## src/hw/rtl/assert_macros.svh

```systemverilog
// Assertion macros for the RTL, used by the command queue.
`ifndef ASSERT_MACROS_SVH
`define ASSERT_MACROS_SVH
`ifndef SYNTH
`define CLS_ASSERT(label, clk, rst, prop, msg) \
  label: assert property (@(posedge clk) disable iff (rst) (prop)) else $error(msg);
`define CLS_ASSERT_IMP(label, clk, rst, ante, cons, msg) \
  label: assert property (@(posedge clk) disable iff (rst) (ante) |-> (cons)) else $error(msg);
`define CLS_ASSERT_NXT(label, clk, rst, ante, cons, msg) \
  label: assert property (@(posedge clk) disable iff (rst) (ante) |=> (cons)) else $error(msg);
`else
`define CLS_ASSERT(label, clk, rst, prop, msg)
`define CLS_ASSERT_IMP(label, clk, rst, ante, cons, msg)
`define CLS_ASSERT_NXT(label, clk, rst, ante, cons, msg)
`endif
`endif

```

## src/hw/rtl/cls_pkg.sv

```systemverilog
// Types, codes and constants of the character-LCD bus sequencer.
package cls_pkg;

  typedef struct packed {
    logic [1:0] action;
    logic [7:0] value;
  } req_t;

  typedef struct packed {
    logic        reg_select;
    logic        read_write;
    logic        enable;
    logic [7:0]  data_bits;
    logic [10:0] delay_after_ms;
    logic        last;
  } step_t;

  // one command for the back end: a byte transfer or the power-on wait
  typedef struct packed {
    logic        is_wait;
    logic        rs;
    logic [7:0]  data;
    logic [10:0] delay_end;
    logic        last;
  } cmd_t;

  typedef struct packed {
    logic       bus_full_width;
    logic       tall_font;
    logic [1:0] row_count;
    logic [5:0] row_length;
  } cfg_t;

  typedef enum logic {
    F_IDLE,
    F_INIT
  } front_state_t;

  localparam logic [1:0] ACT_INIT  = 2'd0;
  localparam logic [1:0] ACT_INSTR = 2'd1;
  localparam logic [1:0] ACT_DATA  = 2'd2;
  localparam logic [1:0] ACT_POS   = 2'd3;

  localparam logic [1:0] REG_BUS_WIDTH  = 2'd0;
  localparam logic [1:0] REG_TALL_FONT  = 2'd1;
  localparam logic [1:0] REG_ROW_COUNT  = 2'd2;
  localparam logic [1:0] REG_ROW_LENGTH = 2'd3;

  localparam logic [7:0] CMD_FUNC_SET  = 8'h20;
  localparam logic [7:0] FS_BUS8       = 8'h10;
  localparam logic [7:0] FS_LINES2     = 8'h08;
  localparam logic [7:0] FS_FONT10     = 8'h04;
  localparam logic [7:0] CMD_DISP_CTRL = 8'h0F;
  localparam logic [7:0] CMD_CLEAR     = 8'h01;
  localparam logic [7:0] CMD_ENTRY     = 8'h06;
  localparam logic [7:0] CMD_HOME      = 8'h02;
  localparam logic [7:0] CMD_DDRAM     = 8'h80;
  localparam logic [7:0] DDRAM_LINE2   = 8'h40;

  localparam logic [10:0] DLY_STEP  = 11'd1;
  localparam logic [10:0] DLY_POWER = 11'd40;
  localparam logic [10:0] DLY_SHORT = 11'd46;
  localparam logic [10:0] DLY_LONG  = 11'd1601;

  localparam logic [2:0] INIT_LAST = 3'd6;

  function automatic cmd_t init_cmd(input logic [2:0] idx, input logic [7:0] fs);
    cmd_t c;
    c = '{is_wait: 1'b0, rs: 1'b0, data: fs, delay_end: DLY_SHORT, last: 1'b0};
    case (idx)
      3'd0: begin
        c.is_wait   = 1'b1;
        c.data      = 8'h00;
        c.delay_end = DLY_POWER;
      end
      3'd1, 3'd2: c.data = fs;
      3'd3: c.data = CMD_DISP_CTRL;
      3'd4: begin
        c.data      = CMD_CLEAR;
        c.delay_end = DLY_LONG;
      end
      3'd5: c.data = CMD_ENTRY;
      3'd6: begin
        c.data      = CMD_HOME;
        c.delay_end = DLY_LONG;
        c.last      = 1'b1;
      end
      default: c.data = fs;
    endcase
    return c;
  endfunction

endpackage

```

## src/hw/rtl/cls_cfg.sv

```systemverilog
// APB register bank holding the bus and display configuration.
module cls_cfg (
  input  logic              clk,
  input  logic              rst,
  input  logic              psel,
  input  logic              penable,
  input  logic              pwrite,
  input  logic [3:0]        paddr,
  input  logic [31:0]       pwdata,
  output logic [31:0]       prdata,
  output logic              pready,
  output cls_pkg::cfg_t     cfg
);

  logic we;
  logic [1:0] idx;

  assign pready = 1'b1;
  assign idx    = paddr[3:2];
  assign we     = psel && penable && pwrite && pready;

  always_ff @(posedge clk) begin
    if (rst) begin
      cfg.bus_full_width <= 1'b0;
      cfg.tall_font      <= 1'b0;
      cfg.row_count      <= 2'd2;
      cfg.row_length     <= 6'd16;
    end else if (we) begin
      case (idx)
        cls_pkg::REG_BUS_WIDTH:  cfg.bus_full_width <= pwdata[0];
        cls_pkg::REG_TALL_FONT:  cfg.tall_font      <= pwdata[0];
        cls_pkg::REG_ROW_COUNT:  cfg.row_count      <= pwdata[1:0];
        cls_pkg::REG_ROW_LENGTH: cfg.row_length     <= pwdata[5:0];
        default: ;
      endcase
    end
  end

  always_comb begin
    prdata = '0;
    case (idx)
      cls_pkg::REG_BUS_WIDTH:  prdata[0]   = cfg.bus_full_width;
      cls_pkg::REG_TALL_FONT:  prdata[0]   = cfg.tall_font;
      cls_pkg::REG_ROW_COUNT:  prdata[1:0] = cfg.row_count;
      cls_pkg::REG_ROW_LENGTH: prdata[5:0] = cfg.row_length;
      default: prdata = '0;
    endcase
  end

endmodule

```

## src/hw/rtl/cls_front.sv

```systemverilog
// Request front end: decodes requests into byte commands for the queue.
module cls_front (
  input  logic              clk,
  input  logic              rst,
  input  cls_pkg::cfg_t     cfg,
  input  logic              req_valid,
  output logic              req_ready,
  input  cls_pkg::req_t     req,
  input  logic              q_full,
  output logic              push,
  output cls_pkg::cmd_t     push_cmd
);

  cls_pkg::front_state_t state, state_next;
  logic [2:0] idx, idx_next;
  logic [7:0] fs;
  logic [7:0] limit;
  logic [7:0] pos;
  logic       pos_ok;
  logic       accept;

  assign fs = cls_pkg::CMD_FUNC_SET
            | (cfg.bus_full_width ? cls_pkg::FS_BUS8 : 8'h00)
            | (cfg.tall_font ? cls_pkg::FS_FONT10 : 8'h00)
            | (cfg.row_count == 2'd2 ? cls_pkg::FS_LINES2 : 8'h00);

  assign limit  = 8'({6'd0, cfg.row_count} * cfg.row_length);
  assign pos_ok = req.value < limit;
  assign pos    = (req.value >= {2'b00, cfg.row_length})
                ? ((req.value - {2'b00, cfg.row_length}) | cls_pkg::DDRAM_LINE2 |
                   cls_pkg::CMD_DDRAM)
                : (req.value | cls_pkg::CMD_DDRAM);

  assign accept = req_valid && req_ready;

  always_ff @(posedge clk) begin
    if (rst) begin
      state <= cls_pkg::F_IDLE;
      idx   <= 3'd0;
    end else begin
      state <= state_next;
      idx   <= idx_next;
    end
  end

  always_comb begin
    state_next = state;
    idx_next   = idx;
    case (state)
      cls_pkg::F_IDLE: begin
        if (accept && req.action == cls_pkg::ACT_INIT) begin
          state_next = cls_pkg::F_INIT;
          idx_next   = 3'd0;
        end
      end
      cls_pkg::F_INIT: begin
        if (!q_full) begin
          idx_next = idx + 3'd1;
          if (idx == cls_pkg::INIT_LAST) state_next = cls_pkg::F_IDLE;
        end
      end
      default: state_next = cls_pkg::F_IDLE;
    endcase
  end

  always_comb begin
    req_ready = 1'b0;
    push      = 1'b0;
    push_cmd  = '{is_wait: 1'b0, rs: 1'b0, data: req.value,
                  delay_end: cls_pkg::DLY_STEP, last: 1'b1};
    case (state)
      cls_pkg::F_IDLE: begin
        req_ready = !q_full;
        case (req.action)
          cls_pkg::ACT_INIT: push = 1'b0;
          cls_pkg::ACT_INSTR: push = accept;
          cls_pkg::ACT_DATA: begin
            push              = accept;
            push_cmd.rs       = 1'b1;
            push_cmd.delay_end = cls_pkg::DLY_SHORT;
          end
          cls_pkg::ACT_POS: begin
            push               = accept && pos_ok;
            push_cmd.data      = pos;
            push_cmd.delay_end = cls_pkg::DLY_SHORT;
          end
          default: push = 1'b0;
        endcase
      end
      cls_pkg::F_INIT: begin
        push     = !q_full;
        push_cmd = cls_pkg::init_cmd(idx, fs);
      end
      default: push = 1'b0;
    endcase
  end

endmodule

```

## src/hw/rtl/cls_queue.sv

```systemverilog
// Short command queue between the front end and the step emitter.
`include "assert_macros.svh"
module cls_queue #(
  parameter int DEPTH = 4
) (
  input  logic              clk,
  input  logic              rst,
  input  logic              push,
  input  cls_pkg::cmd_t     push_cmd,
  input  logic              pop,
  output cls_pkg::cmd_t     head,
  output logic              empty,
  output logic              full
);

  localparam int PW = (DEPTH > 1) ? $clog2(DEPTH) : 1;
  localparam int CW = $clog2(DEPTH + 1);
  localparam logic [PW-1:0] PTR_MAX = PW'(DEPTH - 1);
  localparam logic [CW-1:0] CNT_MAX = CW'(DEPTH);

  cls_pkg::cmd_t mem [DEPTH];
  logic [PW-1:0] wr_ptr, rd_ptr;
  logic [CW-1:0] count;

  assign empty = (count == '0);
  assign full  = (count == CNT_MAX);
  assign head  = mem[rd_ptr];

  always_ff @(posedge clk) begin
    if (push) mem[wr_ptr] <= push_cmd;
  end

  always_ff @(posedge clk) begin
    if (rst) begin
      wr_ptr <= '0;
      rd_ptr <= '0;
      count  <= '0;
    end else begin
      if (push) wr_ptr <= (wr_ptr == PTR_MAX) ? '0 : wr_ptr + PW'(1);
      if (pop)  rd_ptr <= (rd_ptr == PTR_MAX) ? '0 : rd_ptr + PW'(1);
      case ({push, pop})
        2'b10:   count <= count + CW'(1);
        2'b01:   count <= count - CW'(1);
        default: count <= count;
      endcase
    end
  end

  `CLS_ASSERT_IMP(a_no_overflow, clk, rst, push, !full, "push into full queue")
  `CLS_ASSERT_IMP(a_no_underflow, clk, rst, pop, !empty, "pop from empty queue")
  `CLS_ASSERT(a_count_bound, clk, rst, count <= CNT_MAX, "queue count out of range")
  `CLS_ASSERT_NXT(a_push_grows, clk, rst, push && !pop, count == $past(count) + CW'(1), "count did not grow")

endmodule

```

## src/hw/rtl/cls_back.sv

```systemverilog
// Step emitter: expands queued commands into EN-high / EN-low pin steps.
module cls_back (
  input  logic              clk,
  input  logic              rst,
  input  logic              bus_full_width,
  input  logic              q_empty,
  input  cls_pkg::cmd_t     head,
  output logic              pop,
  output logic              step_valid,
  input  logic              step_ready,
  output cls_pkg::step_t    step
);

  logic [1:0] sub, sub_next;
  logic       final_step;
  logic       load;
  logic [3:0] nib;
  cls_pkg::step_t step_next;

  assign load = !q_empty && (!step_valid || step_ready);
  assign final_step = head.is_wait ? 1'b1
                    : (bus_full_width ? (sub == 2'd1) : (sub == 2'd3));
  assign pop = load && final_step;
  assign sub_next = final_step ? 2'd0 : sub + 2'd1;
  assign nib = sub[1] ? head.data[3:0] : head.data[7:4];

  always_comb begin
    step_next.reg_select     = head.rs;
    step_next.read_write     = 1'b0;
    step_next.enable         = !sub[0];
    step_next.data_bits      = bus_full_width ? head.data : {4'h0, nib};
    step_next.delay_after_ms = final_step ? head.delay_end : cls_pkg::DLY_STEP;
    step_next.last           = final_step && head.last;
    if (head.is_wait) begin
      step_next.enable    = 1'b0;
      step_next.data_bits = 8'h00;
    end
  end

  always_ff @(posedge clk) begin
    if (rst) begin
      sub        <= 2'd0;
      step_valid <= 1'b0;
    end else begin
      if (load) begin
        sub        <= sub_next;
        step_valid <= 1'b1;
      end else if (step_ready) begin
        step_valid <= 1'b0;
      end
    end
  end

  always_ff @(posedge clk) begin
    if (load) step <= step_next;
  end

endmodule

```

## src/hw/rtl/char_lcd_bus_sequencer_top.sv

```systemverilog
// Top level of the character-LCD bus sequencer.
// Each request beat becomes a run of pin-step beats, one per clock while the step
// output is taken: init gives 25 steps on a four-bit bus and 13 on an eight-bit bus,
// a write instruction, write data or in-range set position gives 4 or 2, and an
// out-of-range position gives none. Requests are taken while the command queue has
// room, and an init holds the request side while it queues its 7 commands; it
// pushes no command while the queue is full.
// The ms delays are only reported on each step; pacing is left to the pin driver.
module char_lcd_bus_sequencer_top #(
  parameter int QUEUE_DEPTH = 4
) (
  input  logic              clk,
  input  logic              rst,
  input  logic              psel,
  input  logic              penable,
  input  logic              pwrite,
  input  logic [3:0]        paddr,
  input  logic [31:0]       pwdata,
  output logic [31:0]       prdata,
  output logic              pready,
  input  logic              req_valid,
  output logic              req_ready,
  input  cls_pkg::req_t     req,
  output logic              step_valid,
  input  logic              step_ready,
  output cls_pkg::step_t    step
);

  cls_pkg::cfg_t cfg;
  cls_pkg::cmd_t push_cmd;
  cls_pkg::cmd_t head;
  logic push, pop, q_empty, q_full;

  cls_cfg u_cfg (
    .clk     (clk),
    .rst     (rst),
    .psel    (psel),
    .penable (penable),
    .pwrite  (pwrite),
    .paddr   (paddr),
    .pwdata  (pwdata),
    .prdata  (prdata),
    .pready  (pready),
    .cfg     (cfg)
  );

  cls_front u_front (
    .clk       (clk),
    .rst       (rst),
    .cfg       (cfg),
    .req_valid (req_valid),
    .req_ready (req_ready),
    .req       (req),
    .q_full    (q_full),
    .push      (push),
    .push_cmd  (push_cmd)
  );

  cls_queue #(
    .DEPTH (QUEUE_DEPTH)
  ) u_queue (
    .clk      (clk),
    .rst      (rst),
    .push     (push),
    .push_cmd (push_cmd),
    .pop      (pop),
    .head     (head),
    .empty    (q_empty),
    .full     (q_full)
  );

  cls_back u_back (
    .clk            (clk),
    .rst            (rst),
    .bus_full_width (cfg.bus_full_width),
    .q_empty        (q_empty),
    .head           (head),
    .pop            (pop),
    .step_valid     (step_valid),
    .step_ready     (step_ready),
    .step           (step)
  );

endmodule

```

## config.mk

```make
export PLATFORM = sky130hd
export DESIGN_NAME = char_lcd_bus_sequencer_top
export DESIGN_NICKNAME = d
export VERILOG_FILES = /design/src/hw/rtl/cls_pkg.sv /design/src/hw/rtl/cls_cfg.sv /design/src/hw/rtl/cls_front.sv /design/src/hw/rtl/cls_queue.sv /design/src/hw/rtl/cls_back.sv /design/src/hw/rtl/char_lcd_bus_sequencer_top.sv
export VERILOG_INCLUDE_DIRS = /design/src /design/src/hw/rtl
export SDC_FILE = /design/constraint.sdc
export NUM_CORES = 1
export LEC_CHECK = 0
export BUFFER_PORTS_ARGS = -buffer_cell sky130_fd_sc_hd__buf_2
export CELL_PAD_IN_SITES_DETAIL_PLACEMENT = 1
export CELL_PAD_IN_SITES_GLOBAL_PLACEMENT = 2
export CORE_MARGIN = 4
export CORE_UTILIZATION = 42
export CTS_CLUSTER_SIZE = 12
export DETAILED_ROUTE_END_ITERATION = 10
export PLACE_DENSITY = 0.85
export SLEW_MARGIN = 20
export SYNTH_ARGS = -nofsm -noshare
export SYNTH_HDL_FRONTEND = slang
export SYNTH_HIERARCHICAL = 1
export SYNTH_SLANG_ARGS = --single-unit
```

## constraint.sdc

```tcl
create_clock -name clk -period 10.2 [get_ports clk]
set_input_delay 2.04 -clock clk [delete_from_list [all_inputs] [get_ports clk]]
set_output_delay 2.04 -clock clk [all_outputs]
set_load 0.01 [all_outputs]
```

=== Word level (Yosys, flattened, before mapping) ===
Memories as Yosys holds them, arrays and structs flattened. A register that Yosys moved wholly into a read port is not among the register bits.
Cells that the tools add are included.

* Memories: 1
* Input bits: 53
* RAM bits: 88
* Flip-flop bits (word level): 46
* Logic and storage cells: 121

{| class="wikitable"
|+ Memories
! name !! depth !! bits a word !! rd ports !! clocked after memory_dff !! wr ports !! RTL line !! text
|-
| u_queue.mem || 4 || 22 || 1 || 1 || 1 || cls_queue.sv:21 || <nowiki>cls_pkg::cmd_t mem [DEPTH];</nowiki>
|}

* Reduce and logical (&&, ||, !) cells: 28
* Multiply operators: 1
* Equal/unequal tests: 20
* Bitwise gates (word level): 4
* Magnitude comparators: 2
* $add $sub $neg: 7
* Multiplexer cells: 41

{| class="wikitable"
|+ Operators with widths
! operator !! number
|-
| $pmux 20 s2 || 1
|-
| $pmux 8 s5 || 1
|-
| $pmux 11 s2 || 1
|-
| $eq 2x2->1 const B || 9
|-
| $mux 4 || 4
|-
| $or 8x8->8 || 2
|-
| $mux 1 || 15
|-
| $eq 3x3->1 const B || 4
|-
| $pmux 3 s2 || 2
|-
| $mux 2 || 5
|-
| $reduce_and 2->1 || 5
|-
| $mux 3 || 3
|-
| $eq 2x1->1 const B || 4
|-
| $ge 8x6->1 || 1
|-
| $logic_and 1x1->1 || 8
|-
| $lt 8x8->1 || 1
|-
| $mul 2x6->8 || 1
|-
| $mux 8 || 1
|-
| $reduce_or 2->1 || 4
|-
| $mux 7 || 1
|-
| $add 2x1->2 const B || 3
|-
| $add 3x1->3 const B || 2
|-
| $logic_not 3->1 || 2
|-
| $mux 6 || 1
|-
| 14 further kinds || 22
|}

=== Depth between registers and ports, before layout ===
* Depth in word-level cells: 9
* Depth in mapped cells: 20

=== Cells and area by module ===
Netlist, hierarchy kept.

{| class="wikitable"
|+ By module, submodules not included
! module !! cells an instance !! instances !! area each (µm²)
|-
| cls_queue || 162 || 1 || 3626.0
|-
| cls_front || 185 || 1 || 1345.0
|-
| cls_back || 74 || 1 || 998.5
|-
| cls_cfg || 82 || 1 || 754.5
|}

=== Least setup slack after synthesis ===
No wires, ideal clock.

* Path kind: input to output
* Start: in paddr[3]
* End: out prdata[0]
* Setup slack: 5.402 ns
* Stages on the path: 2
* Arrival: 2.758 ns
* Path buffers: 1
* Cells stage by stage: buf_4 mux4_1

* Longest elaborated chain between the ends: 2
* Elaborated cells on any way between the ends: 5
* Those cells by class: 3 x eq/ne; 1 x mux; 1 x reduce/logical

{| class="wikitable"
|+ Ends and longest elaborated chain
! what !! RTL line !! text
|-
| start: declaration || char_lcd_bus_sequencer_top.sv:17 || <nowiki>input logic [3:0] paddr,</nowiki>
|-
| $eq 2x2->1, or another cell as far along || cls_cfg.sv:41 || <nowiki>case (idx)</nowiki>
|-
| $pmux 1 s4 (*) || cls_cfg.sv:41 ||
|-
| end: declaration || char_lcd_bus_sequencer_top.sv:19 || <nowiki>output logic [31:0] prdata,</nowiki>
|}

Every way passes the cells marked *; elsewhere a longest branch is shown, timed or not.

=== Worst setup path in the final report ===
Ends and elaborated chain as after synthesis.

==> results.txt <==
sw frac: 27.8%
die area: 18,100 µm²
insertion delay to the later sink of the worst-skew pair: 410 ps
CTS tree: yes
synthesized instance count: 503
leading area contributor after synthesis: edfxtp_1
Placer Congestion: 0.774
Avg WL per Cell: 17.7 µm
first-pass GRT wire length: 22.5 mm
period utilization: 49.2%
Core ar.: 15,400 µm²
Fill cells: 1,646
clock sink total: 136
Worst Reg2Reg Path Length in Cells: 19
hold-fix buffers at CTS: 0
Nets: 646
die width: 135 µm
Reg power frac: 43.1%
Tmin final: 5020 ps
Ports: 111
most frequent cell after synthesis: edfxtp_1
metal3 WL: 743 µm
most used flip-flop cell after synthesis: edfxtp_1
Post-route DRC: 0
Least-Margin Pin Slew: 1070 ps
area growth from synthesis to layout: 13.5%
Hold Path Sink: u_queue/count[2]
Max-Cap Viols: 0
Iteration-0 DRC Markers: 216
yosys warns: 6
async set or reset register ratio after synthesis: 0%
hold depth: 2
status: finished clean
Initial Utilization: 43.6%
grt total ovfl: 0
highest routed layer: met4
Crit Path Max Fanout: 10
Post-CTS Repair Setup Buffers: 0
Avg Cell Area, Syn: 13.4 µm²
pre-CTS WS: 5190 ps
CTS Buf Count: 17
Power Internal: 1250 µW
Rel. slew slack: 28.3%
RSZ-0062 raised after global routing: false
Finished Core Util: 49.5%
worst path required time: 8160 ps
DRT Pass-1 Iters: 4
final count of negative-setup-slack endpoints: 0
Combinational Power Share: 21.5%
non-filler cells, final: 781
mapped cell area: 6720 µm²
Worst Setup End Kind: primary output
hold path start: u_queue/count[2]
number of enable flip-flop cells after synthesis: 110
Core Rows: 45
routed wire length: 13.8 mm
Slew Limit Fails: 0
dpl cells: 749
CP Launch Type: primary input
switching pwr: 483 µW
setup slack, reg-to-reg: 5820 ps
worst r2r src: u_cfg/cfg[7]
wire length on met2: 7.09 mm
Area contributors post-synth: edfxtp_1 (49%), dfxtp_1 (7.7%), mux4_2 (6.7%)
Max Freq: 199 MHz
Final Hold Viols: 0
Leakage Power: 0.00290 µW
GRT Overall Usage: 16.2%
r2r endpoint: u_queue/count[2]
Antenna Nets Post-Route: 0
Cell Pwr Density: 227 nW/µm²
most frequent cells after synthesis: edfxtp_1 (110), buf_4 (37), ha_1 (33), nor2_1 (33), inv_1 (28)
Tightest Hold Check Type: flip-flop to flip-flop
antenna violations before repair: 0
sequential fraction of the synthesis area: 56.9%
setup_tns: 0 ps
post-detail-place hpwl: 9.72 mm
via count: 3,945
post-synth top area share: 49.1%
met1 WL: 5.91 mm
clock root buffer master: clkbuf_16
fraction of layout instances using a drive strength above 1: 21.6%
final antenna diode count: 0
Peak VDD IR: 127 µV
largest net degree at the start of global routing: 32
# port buffers: 54
Critical Path AT: 2980 ps
clock power share: 35.5%
post_cts resized: 0
Distinct cells, synth: 60
vias in the first global route: 4,259
Crit Path Class: primary input to primary output
number of synthesized register bits: 136
setup ws final: 5180 ps
H-tree depth: 4
Chip Height: 135 µm
clock slew at reported path FFs: 50 ps
Clock Skew: 9.43 ps
Longest Clk Path Bufs: 2
vias per cell: 5.05
## flip-flops by register name, indices dropped and copies added, names as in the netlist, named ones only
name               flops
u_front/idx            3
u_queue/wr_ptr         2
u_back/sub             2
u_queue/count          3
u_back/step           22
u_queue/rd_ptr         2
u_queue/mem           88
u_cfg/cfg             10
u_back/step_valid      1
u_front/state          1
## through the flow
step	total power [µW]	hold slack (ps)	instance area [µm²]
2_1_floorplan	1020	456	6830
3_3_place_gp	1110	487	7020
3_5_place_dp	1130	493	7020
4_1_cts	1760	502	7620
5_1_grt	1830	543	7630
6_report	1730	503	7630
## power by group through the flow
stage | clock (µW) | combinational (µW) | sequential [µW]
2_1_floorplan | 0 | 243 | 780
3_3_place_gp | 0 | 355 | 752
3_5_place_dp | 0 | 371 | 759
4_1_cts | 629 | 377 | 749
5_1_grt | 657 | 414 | 757
6_report | 615 | 372 | 747
## worst max-delay path, stage by stage
cell	delay [ps]
buf_2	170
mux4_1	600
buf_2	160
## cell type report
class                   instances  area [µm²]  area share (%)
flip-flops and latches        136        3820            50.1
multi-input cells             318        2550            33.5
clock buffers                  17         425            5.57
repair buffers                 56         285            3.74
well taps                     211         264            3.46
clock inverters                15         174            2.28
inverters                      28         105            1.38
## metal layers
layer	GRT usage [%]	up-vias
met4	5.26	0
met5	0	-
met1	19.8	1978
met2	27.9	90
li1	-	1871
met3	4.28	6
## kinds of logic (layout without fill, tap and decap cells)
kind of cell    after synthesis  count (layout)  share of synthesized area [%]
buf+inv                      76             116                           6.90
other cells                   4              31                          0.223
compound gates               61              61                           5.75
xor+xnor                      9               9                           1.17
flops                       136             136                           56.9
fa+ha+maj                    36              36                           7.03
mux                          41              41                           10.6
simple gates                140             140                           11.5
## placed cells by master, fill, tap and decap left out, types with 12 or more instances in the layout
master,instances
mux4_2,20
o21ai_0,12
clkbuf_16,17
inv_1,28
nand2_1,17
mux2i_1,18
a21oi_1,20
dfxtp_1,26
nor2_1,32
nand2b_1,16
ha_1,33
nor2b_1,19
conb_1,31
buf_2,54
and2_1,15
edfxtp_1,110
## how the worst max path moves through the flow
stage,startpoint,end
floorplan,paddr[3],prdata[0]
global placement,paddr[3],prdata[0]
detailed placement,paddr[3],prdata[0]
CTS,paddr[3],prdata[0]
global route,paddr[3],prdata[0]
finish,paddr[3],prdata[0]
No activity file was read; power rests on OpenSTA's default activity.
